<file path="src/crsf_pkg.sv">
// Shared types and constants of the CRSF frame parser.
package crsf_pkg;

   localparam logic [7:0] SYNC_BYTE = 8'hC8;
   localparam logic [7:0] TYPE_RC   = 8'h16;
   localparam logic [7:0] TYPE_LINK = 8'h14;
   localparam logic [7:0] CRC_POLY  = 8'hD5;

   localparam int CHANNEL_BITS     = 11;
   localparam int RC_PAYLOAD_BYTES = 22;
   localparam int STORE_ADDR_BITS  = 5;
   localparam int ACC_BITS         = CHANNEL_BITS + 7;
   localparam int ACC_CNT_BITS     = 5;

   localparam logic [7:0] MIN_LENGTH  = 8'd2;
   localparam logic [7:0] LEN_CEILING = 8'd62;
   localparam logic [STORE_ADDR_BITS-1:0] LQ_BYTE = STORE_ADDR_BITS'(2);

   localparam logic [15:0] TIMEOUT_RESET    = 16'd100;
   localparam logic [5:0]  MAX_LENGTH_RESET = 6'd60;

   localparam int CSR_INDEX_BITS = 1;
   localparam int CSR_DATA_BITS  = 16;
   localparam logic [CSR_INDEX_BITS-1:0] CSR_TIMEOUT_MS = 1'd0;
   localparam logic [CSR_INDEX_BITS-1:0] CSR_MAX_LENGTH = 1'd1;

   localparam logic CMD_BYTE = 1'b0;
   localparam logic CMD_TICK = 1'b1;

   localparam logic [1:0] KIND_CHANNEL = 2'd0;
   localparam logic [1:0] KIND_LINK    = 2'd1;
   localparam logic [1:0] KIND_LOST    = 2'd2;

   typedef struct packed {
      logic clear;
      logic start;
   } crc_ctl_type;

   typedef struct packed {
      logic wr_en;
      logic rd_en;
   } store_ctl_type;

endpackage

</file>
<file path="src/crsf_crc.sv">
// Bit-serial CRC-8 unit with polynomial 0xD5, one shift per cycle.
module crsf_crc
   import crsf_pkg::*;
(
   input  logic        clock,
   input  logic        reset,
   input  crc_ctl_type ctl,
   input  logic [7:0]  data_in,
   output logic        busy,
   output logic [7:0]  crc
);

   logic [7:0] crc_ff, crc_in;
   logic [2:0] bit_cnt_ff, bit_cnt_in;
   logic       busy_ff, busy_in;

   always_comb begin
      crc_in     = crc_ff;
      bit_cnt_in = bit_cnt_ff;
      busy_in    = busy_ff;
      if (ctl.clear) begin
         crc_in = '0;
      end else if (ctl.start) begin
         crc_in     = crc_ff ^ data_in;
         bit_cnt_in = '0;
         busy_in    = 1'b1;
      end else if (busy_ff) begin
         crc_in     = crc_ff[7] ? ({crc_ff[6:0], 1'b0} ^ CRC_POLY) : {crc_ff[6:0], 1'b0};
         bit_cnt_in = bit_cnt_ff + 3'd1;
         if (bit_cnt_ff == 3'd7) begin
            busy_in = 1'b0;
         end
      end
   end

   always_ff @(posedge clock) begin
      if (reset) begin
         crc_ff     <= '0;
         bit_cnt_ff <= '0;
         busy_ff    <= 1'b0;
      end else begin
         crc_ff     <= crc_in;
         bit_cnt_ff <= bit_cnt_in;
         busy_ff    <= busy_in;
      end
   end

   assign busy = busy_ff;
   assign crc  = crc_ff;

endmodule

</file>
<file path="src/crsf_store.sv">
// Payload byte store with per-entry valid bits and a registered read port.
module crsf_store
   import crsf_pkg::*;
(
   input  logic                       clock,
   input  logic                       reset,
   input  store_ctl_type              ctl,
   input  logic [STORE_ADDR_BITS-1:0] wr_addr,
   input  logic [7:0]                 wr_data,
   input  logic [STORE_ADDR_BITS-1:0] rd_addr,
   output logic [7:0]                 rd_data
);

   logic [7:0]                  mem [RC_PAYLOAD_BYTES];
   logic [RC_PAYLOAD_BYTES-1:0] valid_ff;
   logic [7:0]                  rd_data_ff;

   always_ff @(posedge clock) begin
      if (ctl.wr_en) begin
         mem[wr_addr] <= wr_data;
      end
      if (ctl.rd_en) begin
         rd_data_ff <= valid_ff[rd_addr] ? mem[rd_addr] : 8'd0;
      end
   end

   // Entries never written read as zero, matching the cleared store.
   always_ff @(posedge clock) begin
      if (reset) begin
         valid_ff <= '0;
      end else if (ctl.wr_en) begin
         valid_ff[wr_addr] <= 1'b1;
      end
   end

   assign rd_data = rd_data_ff;

endmodule

</file>
<file path="src/crsf_frame_parser.sv">
// Top level of the CRSF frame parser: sequencer, link timer and result register.
// A frame byte that enters the CRC is accepted and the block then stalls while the
// bit-serial CRC unit shifts; other bytes and ticks stall it only through the states they start.
// A link-lost or link-quality result is registered from the S_LOST or S_LQ state that its
// transaction enters; it waits there only while a stalled result holds the result register.
// A good RC frame unpacks its channels through the single store read port, alternating
// between S_FETCH, which adds a store byte to the accumulator, and S_RC, which emits a channel.
// Synchronous active-high reset clears control state and all store valid bits at once.
module crsf_frame_parser
   import crsf_pkg::*;
#(
   parameter int NUM_CHANNELS = 16
)
(
   input  logic                      clock,
   input  logic                      reset,
   // Input channel.
   input  logic                      req_valid,
   output logic                      req_stall,
   input  logic                      req_cmd,
   input  logic [7:0]                req_rx_byte,
   // Result channel.
   output logic                      rsp_valid,
   input  logic                      rsp_stall,
   output logic [1:0]                rsp_kind,
   output logic [3:0]                rsp_channel_index,
   output logic [10:0]               rsp_channel_value,
   output logic [7:0]                rsp_link_quality,
   output logic                      rsp_link_active,
   output logic                      rsp_last,
   // Configuration port.
   input  logic                      csr_wr_en,
   input  logic [CSR_INDEX_BITS-1:0] csr_index,
   input  logic [CSR_DATA_BITS-1:0]  csr_wr_data
);

   localparam logic [3:0] LAST_CHAN = 4'(NUM_CHANNELS - 1);

   typedef enum logic [2:0] {
      S_IDLE,
      S_LOST,
      S_LQ,
      S_RC,
      S_FETCH
   } state_type;

   state_type state_ff, state_in;

   // Configuration registers.
   logic [15:0] timeout_ff;
   logic [5:0]  max_length_ff;

   // Frame tracking and link state.
   logic [5:0]  pos_ff, pos_in;
   logic [5:0]  len_ff, len_in;
   logic [7:0]  type_ff, type_in;
   logic [15:0] ms_ff, ms_in;
   logic        link_up_ff, link_up_in;

   // Channel unpacking: a little-endian bit accumulator fed one store byte at a time.
   logic [ACC_BITS-1:0]        acc_ff, acc_in;
   logic [ACC_CNT_BITS-1:0]    cnt_ff, cnt_in;
   logic [STORE_ADDR_BITS-1:0] addr_ff, addr_in;
   logic [3:0]                 chan_ff, chan_in;

   // Result register.
   logic        rsp_valid_ff, rsp_valid_in;
   logic [1:0]  kind_ff, kind_in;
   logic [3:0]  index_ff, index_in;
   logic [10:0] value_ff, value_in;
   logic [7:0]  lq_ff, lq_in;
   logic        active_ff, active_in;
   logic        last_ff, last_in;

   // Shared units.
   crc_ctl_type                crc_ctl;
   logic                       crc_busy;
   logic [7:0]                 crc_value;
   store_ctl_type              store_ctl;
   logic [STORE_ADDR_BITS-1:0] store_wr_addr;
   logic [STORE_ADDR_BITS-1:0] store_rd_addr;
   logic [7:0]                 store_rd_data;

   logic        req_accept;
   logic        out_free;
   logic [15:0] ms_inc;
   logic [5:0]  pos_m3;

   crsf_crc u_crc (
      .clock   (clock),
      .reset   (reset),
      .ctl     (crc_ctl),
      .data_in (req_rx_byte),
      .busy    (crc_busy),
      .crc     (crc_value)
   );

   crsf_store u_store (
      .clock   (clock),
      .reset   (reset),
      .ctl     (store_ctl),
      .wr_addr (store_wr_addr),
      .wr_data (req_rx_byte),
      .rd_addr (store_rd_addr),
      .rd_data (store_rd_data)
   );

   // A new transaction is taken only in idle and once the CRC unit has finished the
   // previous byte, so the final byte of a frame always sees a settled CRC.
   assign req_stall  = (state_ff != S_IDLE) || crc_busy;
   assign req_accept = req_valid && !req_stall;

   // The result register can take a new result when empty or when its current
   // transaction completes in this cycle.
   assign out_free = !rsp_valid_ff || !rsp_stall;

   assign ms_inc = (ms_ff == 16'hFFFF) ? ms_ff : ms_ff + 16'd1;
   assign pos_m3 = pos_ff - 6'd3;

   always_comb begin
      state_in      = state_ff;
      pos_in        = pos_ff;
      len_in        = len_ff;
      type_in       = type_ff;
      ms_in         = ms_ff;
      link_up_in    = link_up_ff;
      acc_in        = acc_ff;
      cnt_in        = cnt_ff;
      addr_in       = addr_ff;
      chan_in       = chan_ff;
      rsp_valid_in  = rsp_valid_ff && rsp_stall;
      kind_in       = kind_ff;
      index_in      = index_ff;
      value_in      = value_ff;
      lq_in         = lq_ff;
      active_in     = active_ff;
      last_in       = last_ff;
      crc_ctl       = '0;
      store_ctl     = '0;
      store_wr_addr = pos_m3[STORE_ADDR_BITS-1:0];
      store_rd_addr = addr_ff;

      case (state_ff)
         S_IDLE: begin
            if (req_accept) begin
               if (req_cmd == CMD_TICK) begin
                  ms_in = ms_inc;
                  if (link_up_ff && (ms_inc > timeout_ff)) begin
                     link_up_in = 1'b0;
                     state_in   = S_LOST;
                  end
               end else if (pos_ff == 6'd0) begin
                  if (req_rx_byte == SYNC_BYTE) begin
                     pos_in = 6'd1;
                  end
               end else if (pos_ff == 6'd1) begin
                  // A bad length byte drops back to hunting and is not a sync candidate.
                  if ((req_rx_byte < MIN_LENGTH) || (req_rx_byte > {2'b00, max_length_ff})
                      || (req_rx_byte > LEN_CEILING)) begin
                     pos_in = 6'd0;
                  end else begin
                     len_in        = req_rx_byte[5:0];
                     crc_ctl.clear = 1'b1;
                     pos_in        = 6'd2;
                  end
               end else if (({1'b0, pos_ff} - 7'd1) < {1'b0, len_ff}) begin
                  // Type or payload byte; payload beyond the store only enters the CRC.
                  if (pos_ff == 6'd2) begin
                     type_in = req_rx_byte;
                  end else if (pos_m3 < 6'(RC_PAYLOAD_BYTES)) begin
                     store_ctl.wr_en = 1'b1;
                  end
                  crc_ctl.start = 1'b1;
                  pos_in        = pos_ff + 6'd1;
               end else begin
                  // CRC byte closes the frame whatever the outcome.
                  pos_in = 6'd0;
                  if (crc_value == req_rx_byte) begin
                     if (type_ff == TYPE_RC) begin
                        link_up_in = 1'b1;
                        ms_in      = '0;
                        acc_in     = '0;
                        cnt_in     = '0;
                        addr_in    = '0;
                        chan_in    = '0;
                        state_in   = S_RC;
                     end else if (type_ff == TYPE_LINK) begin
                        store_ctl.rd_en = 1'b1;
                        store_rd_addr   = LQ_BYTE;
                        state_in        = S_LQ;
                     end
                  end
               end
            end
         end
         S_LOST: begin
            if (out_free) begin
               rsp_valid_in = 1'b1;
               kind_in      = KIND_LOST;
               index_in     = '0;
               value_in     = '0;
               lq_in        = '0;
               active_in    = link_up_ff;
               last_in      = 1'b1;
               state_in     = S_IDLE;
            end
         end
         S_LQ: begin
            if (out_free) begin
               rsp_valid_in = 1'b1;
               kind_in      = KIND_LINK;
               index_in     = '0;
               value_in     = '0;
               lq_in        = store_rd_data;
               active_in    = link_up_ff;
               last_in      = 1'b1;
               state_in     = S_IDLE;
            end
         end
         S_RC: begin
            if (cnt_ff >= ACC_CNT_BITS'(CHANNEL_BITS)) begin
               if (out_free) begin
                  rsp_valid_in = 1'b1;
                  kind_in      = KIND_CHANNEL;
                  index_in     = chan_ff;
                  value_in     = acc_ff[CHANNEL_BITS-1:0];
                  lq_in        = '0;
                  active_in    = link_up_ff;
                  last_in      = (chan_ff == LAST_CHAN);
                  acc_in       = acc_ff >> CHANNEL_BITS;
                  cnt_in       = cnt_ff - ACC_CNT_BITS'(CHANNEL_BITS);
                  chan_in      = chan_ff + 4'd1;
                  if (chan_ff == LAST_CHAN) begin
                     state_in = S_IDLE;
                  end
               end
            end else begin
               store_ctl.rd_en = 1'b1;
               state_in        = S_FETCH;
            end
         end
         S_FETCH: begin
            acc_in   = acc_ff | (ACC_BITS'(store_rd_data) << cnt_ff);
            cnt_in   = cnt_ff + ACC_CNT_BITS'(8);
            addr_in  = addr_ff + STORE_ADDR_BITS'(1);
            state_in = S_RC;
         end
         default: begin
            state_in = S_IDLE;
         end
      endcase
   end

   always_ff @(posedge clock) begin
      if (reset) begin
         state_ff     <= S_IDLE;
         pos_ff       <= '0;
         len_ff       <= '0;
         type_ff      <= '0;
         ms_ff        <= '0;
         link_up_ff   <= 1'b0;
         rsp_valid_ff <= 1'b0;
      end else begin
         state_ff     <= state_in;
         pos_ff       <= pos_in;
         len_ff       <= len_in;
         type_ff      <= type_in;
         ms_ff        <= ms_in;
         link_up_ff   <= link_up_in;
         rsp_valid_ff <= rsp_valid_in;
      end
      acc_ff    <= acc_in;
      cnt_ff    <= cnt_in;
      addr_ff   <= addr_in;
      chan_ff   <= chan_in;
      kind_ff   <= kind_in;
      index_ff  <= index_in;
      value_ff  <= value_in;
      lq_ff     <= lq_in;
      active_ff <= active_in;
      last_ff   <= last_in;
   end

   // Configuration registers take a write in any cycle.
   always_ff @(posedge clock) begin
      if (reset) begin
         timeout_ff    <= TIMEOUT_RESET;
         max_length_ff <= MAX_LENGTH_RESET;
      end else if (csr_wr_en) begin
         case (csr_index)
            CSR_TIMEOUT_MS: timeout_ff    <= csr_wr_data[15:0];
            CSR_MAX_LENGTH: max_length_ff <= csr_wr_data[5:0];
            default: begin
            end
         endcase
      end
   end

   assign rsp_valid         = rsp_valid_ff;
   assign rsp_kind          = kind_ff;
   assign rsp_channel_index = index_ff;
   assign rsp_channel_value = value_ff;
   assign rsp_link_quality  = lq_ff;
   assign rsp_link_active   = active_ff;
   assign rsp_last          = last_ff;

`ifndef SYNTHESIS
   // The final channel of an RC frame is the one that closes the run.
   a_last_channel: assert property (@(posedge clock) disable iff (reset)
      (rsp_valid && rsp_kind == KIND_CHANNEL && rsp_last) |-> rsp_channel_index == LAST_CHAN)
      else $error("last channel result carries the wrong index");

   // Channel results only follow a good RC frame, which raises the link.
   a_channel_active: assert property (@(posedge clock) disable iff (reset)
      (rsp_valid && rsp_kind == KIND_CHANNEL) |-> rsp_link_active)
      else $error("channel result with link inactive");

   // A link-lost result reports the link already dropped.
   a_lost_inactive: assert property (@(posedge clock) disable iff (reset)
      (rsp_valid && rsp_kind == KIND_LOST) |-> !rsp_link_active && rsp_last)
      else $error("link lost result with link still active");

   // The CRC unit is never restarted while it is still shifting a byte.
   a_crc_no_overlap: assert property (@(posedge clock) disable iff (reset)
      crc_busy |-> !crc_ctl.start && !crc_ctl.clear)
      else $error("CRC unit started while busy");
`endif

endmodule

</file>
<file path="config.mk">
export PLATFORM = sky130hd
export DESIGN_NAME = crsf_frame_parser
export DESIGN_NICKNAME = d
export VERILOG_FILES = /design/src/crsf_pkg.sv /design/src/crsf_crc.sv /design/src/crsf_store.sv /design/src/crsf_frame_parser.sv
export SDC_FILE = /design/constraint.sdc
export NUM_CORES = 1
export LEC_CHECK = 0
export BUFFER_PORTS_ARGS = -buffer_cell sky130_fd_sc_hd__clkbuf_2
export CAP_MARGIN = 20
export CORE_AREA = 2 2 232 234
export DETAILED_ROUTE_END_ITERATION = 7
export DIE_AREA = 0 0 234 236
export SLEW_MARGIN = 30
export SYNTH_ARGS = -nofsm -noshare
export SYNTH_HDL_FRONTEND = slang
export SYNTH_SLANG_ARGS = --single-unit
</file>
<file path="constraint.sdc">
create_clock -name clock -period 6.28 [get_ports clock]
set_input_delay 0.628 -clock clock [delete_from_list [all_inputs] [get_ports clock]]
set_output_delay 0.628 -clock clock [all_outputs]
set_load 0.01 [all_outputs]
</file>
==> results.md, run 1 <==
- Post-Syn Area: 15700 um2
- Clock root cell: clkbuf_16
- Total global routing overflow: 0
- Global Route Usage Sum: 14.0%
- Finished Core Util: 33.9%
- Initial drt markers: 924
- Cell depth of the worst flop-to-flop path: 12
- Avg Vias per Cell: 5.02
- FF-to-FF Start: pos_ff[0]$_SDFFE_PP0P_
- DP Cell Count: 2076
- Crit path capture: u_store.mem[4][5]$_DFFE_PP_
- Slowest cell on crit path: a41oi_1
- Die X: 234 um
- Chip Height: 236 um
- Setup TNS Final: 0 ns
- Core Box Area: 53100 um2
- Hold Buf Count CTS: 0
- Flop2flop setup slack: 1.19 ns
- Nets: 1490
- Ys flop type: edfxtp_1
- Vias in the first global route: 10500
- Post-DP Area: 16700 um2
- # IOs: 60
- H-Tree Depth: 2
- Detail Route Antenna Nets: 0
- Crit-path max cell delay: 0.75 ns
- Ys Warns: 0
- Crit path buffers/inverters: 3
- Antenna diodes: 0
- EDFF count, synth: 243
- Critical Path RT: 6.44 ns
- Worst Setup SP: pos_ff[0]$_SDFFE_PP0P_
- Initial antenna violation count: 0
- Post_cts resized: 0
- Port Buffers: 59
- Dpl ws: 1.34 ns
- Router iterations before antenna repair: 5
- Worst-path fanout max: 20
- HP Class: input port to flip-flop
- CTS Buf Count: 36
- Layout cells sized above 1: 12.5%
- DRT Wirelength: 38600 um
- Post-CTS Setup Inserts: 0
- Placer Congestion: 0.867
- Arrival time worst endpoint: 5.24 ns
- Lkg Pwr: 6.28 nW
- WP depth: 12
- Area grow syn2layout: 14.5%
- Period utilisation layout: 81.0%
- Sink Count: 340
- Synth top area share: 46.4%
- Largest net degree at the start of global routing: 50
- DP HPWL: 25700 um
- Initial Util: 29.6%
- Final Hold Violating Endpoints: 0
- Design area: 18000 um2
- Rows: 85
- Wire length per cell: 18.0 um
- Clk_skew: 0.0142 ns
- Syn Area/Cell: 11.4 um2
- Max cap viols: 0
- Critical path, cell by cell: inv_1, ha_1, xor2_1, ha_1, a21oi_1, o21ai_0, a41oi_1, nand3_1, a221oi_1, buf_4, inv_2, nor2_1
- Skew-Pair Late Insertion Delay: 0.53 ns
- Post-layout power: 4.88 mW
- Synth area leaders: edfxtp_1 46%, dfxtp_1 12%, nor2_1 3.6%, mux2i_1 3.4%, ha_1 3.3%
- Drc violations: 0
- Most frequent cell after synthesis: edfxtp_1
- CP top delay family: compound AO/OA/AOI/OAI gates
- Final setup vio count: 0
- Post-synthesis cell type count: 65
- Post-synthesis sequential area ratio: 58.8%
- Synth Register Bits: 340
- Post-synth top area cell: edfxtp_1
- Final Critical Period: 5.09 ns
- Synth Instances: 1382
- Fmax: 197 MHz
- FILL cells: 5151
- Status: completed
- RSZ-0062 raised after global routing: no
- Crit path capture type: flip-flop
- Mapped Nets: 1454
- CTS clk-pin slew, worst paths: 0.06 ns
- Hold slack: 0.316 ns
- Max clock buf depth: 3
- Slew @ Worst Pin: 0.922 ns
- Post-synth ARST share: 0%
- Final worst setup slack: 1.19 ns
- First-pass GRT wire length: 60500 um
- Type of the worst setup path: flip-flop to flip-flop
- Slew headroom: 37.7%
- Die ar.: 55200 um2
- Peak supply drop: 136 uV
- Max-slew violation count: 0
- CP startpoint kind: flip-flop
- CP most frequent cell: ha_1
- Power per Cell Area: 271 nW/um2
- Reg-to-Reg End: u_store.mem[4][5]$_DFFE_PP_
- Post-synth top cells: 243 x edfxtp_1, 152 x nor2_1, 131 x nand2_1, 97 x dfxtp_1, 87 x a21oi_1
- Final non-filler cell total: 2142
- Vias: 10800
- CTS tree: yes
[logic make-up after synthesis]
kind of cell    after synthesis  synth area share, %
xor+xnor                     39                 2.17
simple gates                467                 14.2
compound gates              287                 11.7
fa+ha+maj                    41                 3.26
mux                          79                 6.67
buf+inv                     129                 3.24
flops                       340                 58.8
[registers in the layout, summed over array words and instances (netlist names), 4 cells and up]
name / count
rsp_channel_value: 11
len_ff: 6
u_store.mem: 176
max_length_ff: 6
type_ff: 8
ms_ff: 16
rsp_channel_index: 4
cnt_ff: 5
u_store.valid_ff: 22
addr_ff: 5
rsp_link_quality: 8
timeout_ff: 16
pos_ff: 6
u_crc.crc: 8
u_store.rd_data: 8
acc_ff: 18
chan_ff: 4
[report_power, final]
group | total [mW] | switching [mW] | internal, mW
logic | 0.161 | 0.112 | 0.0491
registers | 2.43 | 0.0118 | 2.42
clock network | 2.29 | 0.885 | 1.40
total | 4.88 | 1.01 | 3.87
[area by class of cell]
| class | instances | area, um2 | share of cell area [%] |
|---|---|---|---|
| multi-input combinational | 913 | 5980 | 33.2 |
| tap | 696 | 871 | 4.84 |
| clock inverter | 14 | 206 | 1.15 |
| timing repair buffer | 77 | 433 | 2.41 |
| inverter | 50 | 188 | 1.04 |
| clock buffer | 52 | 1070 | 5.97 |
| sequential | 340 | 9240 | 51.3 |
[placed cells by master (no fill, tap or decap), types with 8 or more instances in the layout]
cell type,count
nand3_1,31
mux4_2,20
a21oi_1,86
o21ai_1,9
o31a_1,9
nand2_1,131
xor2_1,22
inv_1,49
clkbuf_16,38
clkbuf_2,58
nor2b_1,13
ha_1,41
nor3_1,21
and3_1,33
mux2i_1,53
a211oi_1,9
edfxtp_1,243
nor2_1,152
a31oi_1,19
a22oi_1,8
dfxtp_1,97
a21o_1,13
and4_1,10
buf_4,19
xnor2_1,17
a221oi_1,14
o21ai_0,67
and2_1,30
[metal layers]
metal	share of wire (%)	global-route usage, %
met1	45	18.5
met2	48	23.4
met3	4.4	1.93
met4	2.7	4.83
met5	0	0
[worst min-delay path, delay by kind of cell]
| family | cells | cell delay [ns] |
|---|---|---|
| buffers and inverters | 1 | 0.08 |
| AOI/OAI and AO/OA | 1 | 0.05 |
| and+or+nand+nor | 1 | 0.04 |
[how the worst min path moves through the flow]
stage                                 from  cells after the start                          end
3_5_place_dp   timeout_ff[12]$_SDFFE_PP0P_                      2  timeout_ff[12]$_SDFFE_PP0P_
6_report                   csr_wr_data[14]                      3  timeout_ff[14]$_SDFFE_PP0P_
3_3_place_gp    timeout_ff[1]$_SDFFE_PP0P_                      2   timeout_ff[1]$_SDFFE_PP0P_
4_1_cts                    csr_wr_data[14]                      3  timeout_ff[14]$_SDFFE_PP0P_
2_1_floorplan      link_up_ff$_SDFFE_PP0P_                      0    rsp_link_active$_DFFE_PP_
5_1_grt                    csr_wr_data[14]                      3  timeout_ff[14]$_SDFFE_PP0P_
No activity file was read; power rests on OpenSTA's default activity.
==> inputs of run 2 (changes only) <==
Clock period 6.28 ns to 5.15 ns, I/O delays scaled along.
==> run 2 against run 1 <==
  * Combinational power rose by 20%
  * Count of clock-buffer cells in the layout fell by 11
  * Sequential power rose by 22%
  * Largest power group unchanged
  * Highest routed layer is now met5
==> results.md, run 2 (synthesized netlist as in run 1, its figures left out) <==
- Vias: 10700 (-0.44%)
- Router iterations before antenna repair: 5 (unchanged)
- Sw frac: 20.8% (+0.15 points)
- Int Power: 4.56 mW (+18%)
- CTS clk-pin slew, worst paths: 0.06 ns (about the same)
- Most common cell after layout, fill and taps aside: edfxtp_1
- Clock root cell: clkbuf_16
- Period utilisation layout: 86.1% (+5.2 points)
- Max-slew violation count: 0 (unchanged)
- DP HPWL: 26400 um (+2.8%)
- Clk_skew: 0.0135 ns (-0.000731 ns)
- Final non-filler cell total: 2147 (+0.23%)
- Antenna diodes: 0 (unchanged)
- Power share of the combinational group: 3.3% (about the same)
- Clock share of power: 45.2% (-1.7 points)
- Die X: 234 um (unchanged)
- Initial drt markers: 794 (-14%)
- Placer Congestion: 0.885 (+2.1%)
- Switching power: 1.20 mW (+19%)
- Largest net degree at the start of global routing: 55 (+10%)
- Max clock buf depth: 3 (unchanged)
- Final worst setup slack: 0.713 ns (-0.481 ns)
- DP Cell Count: 2084 (+0.39%)
- Area grow syn2layout: 14.2%
- Vias in the first global route: 10500 (+0.30%)
- Final Hold Violating Endpoints: 0 (unchanged)
- Post-layout power: 5.76 mW (+18%)
- Critical Path RT: 5.31 ns (-1.13 ns)
- Reg-to-Reg End: acc_ff[5]$_DFFE_PP_
- Type of the worst setup path: flip-flop to flip-flop
- Port Buffers: 59 (unchanged)
- First-pass GRT wire length: 60300 um (-0.27%)
- Chip Height: 236 um (unchanged)
- Most frequent cells in the layout: 243 x edfxtp_1, 152 x nor2_1, 131 x nand2_1
- Lkg Pwr: 6.26 nW (-0.25%)
- Sink Count: 340 (unchanged)
- H-Tree Depth: 2 (unchanged)
- Slew headroom: 40.2% (+2.4 points)
- Peak supply drop: 171 uV (+26%)
- DRT Wirelength: 39000 um (+0.84%)
- Hold Path Depth: 2 (-1)
- Hold EP: timeout_ff[6]$_SDFFE_PP1P_
- HP Start: csr_wr_data[6]
- RSZ-0062 raised after global routing: no
- Avg Vias per Cell: 4.99 (-0.67%)
- Setup TNS Final: 0 ns (unchanged)
- Arrival time worst endpoint: 4.59 ns (-0.65 ns)
- Crit path capture type: flip-flop
- Power per Cell Area: 321 nW/um2 (+18%)
- Die ar.: 55200 um2 (unchanged)
- Rows: 85 (unchanged)
- Post_cts resized: 0 (unchanged)
- FF-to-FF Start: pos_ff[0]$_SDFFE_PP0P_
- HP Class: input port to flip-flop
- Worst Setup SP: pos_ff[0]$_SDFFE_PP0P_
- Total global routing overflow: 0 (unchanged)
- Drc violations: 0 (unchanged)
- # IOs: 60 (unchanged)
- Skew-Pair Late Insertion Delay: 0.53 ns (about the same)
- Top Registers: u_store.mem x176, u_store.valid_ff x22, acc_ff x18
- Final Critical Period: 4.44 ns (-0.649 ns)
- Cell depth of the worst flop-to-flop path: 12 (unchanged)
- Nets: 1497 (+0.47%)
- Seq pwr share: 51.5% (+1.7 points)
- Layout cells sized above 1: 12.6% (+0.095 points)
- Final setup vio count: 0 (unchanged)
- Initial Util: 29.6% (unchanged)
- Detail Route Antenna Nets: 0 (unchanged)
- Worst-path fanout max: 20 (unchanged)
- Max cap viols: 0 (unchanged)
- Hold Buf Count CTS: 0 (unchanged)
- Wire length per cell: 18.1 um (+0.61%)
- Max reg flops: 176 (unchanged)
- Core Box Area: 53100 um2 (unchanged)
- Dpl ws: 0.619 ns (-0.724 ns)
- CTS tree: yes
- Global Route Usage Sum: 14.0% (-0.038 points)
- CP startpoint kind: flip-flop
- Status: completed
- Fmax: 225 MHz (+15%)
- Flop2flop setup slack: 0.71 ns (-0.48 ns)
- Most flops, register: u_store.mem
- Slew @ Worst Pin: 0.898 ns (-0.0246 ns)
- CTS Buf Count: 35 (-2.8%)
- Initial antenna violation count: 1 (+1)
- Post-CTS Setup Inserts: 0 (unchanged)
[run 2: changes by cell type in the layout (fill, tap and decap cells not counted), sizes merged]
| cell | change |
|---|---|
| clkbuf | -11 |
| clkinv | +9 |
| buf | +8 |
| clkinvlp | +2 |
| inv | -2 |
| bufinv | -1 |
[run 2: worst max-delay path, cell delays in order, from the launching register on]
cell	delay, ns
dfxtp_1	0.49
inv_1	0.18
ha_1	0.45
xor2_1	0.23
ha_1	0.33
nand2_1	0.05
o21ai_0	0.21
a41oi_2	0.34
a211oi_1	0.49
nor2b_1	0.30
nor2_1	0.06
nor2_1	0.38
a31o_2	0.54
[run 2: worst max-delay path by stage]
stage / cells after the start / slack, ns / end
global placement: 12 / 0.73 / acc_ff[5]$_DFFE_PP_
detailed placement: 12 / 0.62 / acc_ff[3]$_DFFE_PP_
CTS: 12 / 0.64 / acc_ff[12]$_DFFE_PP_
finish: 12 / 0.71 / acc_ff[5]$_DFFE_PP_
floorplan: 13 / 0.94 / u_store.mem[12][0]$_DFFE_PP_
global route: 12 / 0.35 / acc_ff[12]$_DFFE_PP_
[run 2: per-layer routing]
| metal | track usage [%] | routed length [um] |
|---|---|---|
| met1 | 18.1 | 16900 |
| met2 | 24.2 | 19400 |
| met3 | 1.99 | 1870 |
| met4 | 3.72 | 770 |
| met5 | 0 | 11 |
[run 2: area by class of cell]
cell class              count  area [um2]
well taps                 696         871
repair buffers             85         493
fillers                  5228       35100
multi-input cells         913        5990
inverters                  50         188
flip-flops and latches    340        9240
clock buffers              41         971
clock inverters            22         211
[run 2: power by group through the flow]
stage / logic [mW] / registers [mW] / clock network, mW
finish: 0.193 / 2.96 / 2.60
global route: 0.215 / 2.97 / 2.75
CTS: 0.197 / 2.96 / 2.65
detailed placement: 0.197 / 3.02 / 0
global placement: 0.192 / 3.02 / 0
floorplan: 0.0916 / 3.03 / 0
[run 2: through the flow]
| step | utilization [%] | area [um2] | hold slack [ns] |
|---|---|---|---|
| 2_1_floorplan | - | 15700 | 0.423 |
| 3_3_place_gp | 31.6 | 16800 | 0.445 |
| 3_5_place_dp | 31.6 | 16800 | 0.449 |
| 4_1_cts | 33.8 | 18000 | 0.189 |
| 5_1_grt | 33.8 | 18000 | 0.203 |
| 6_report | 33.8 | 18000 | 0.204 |
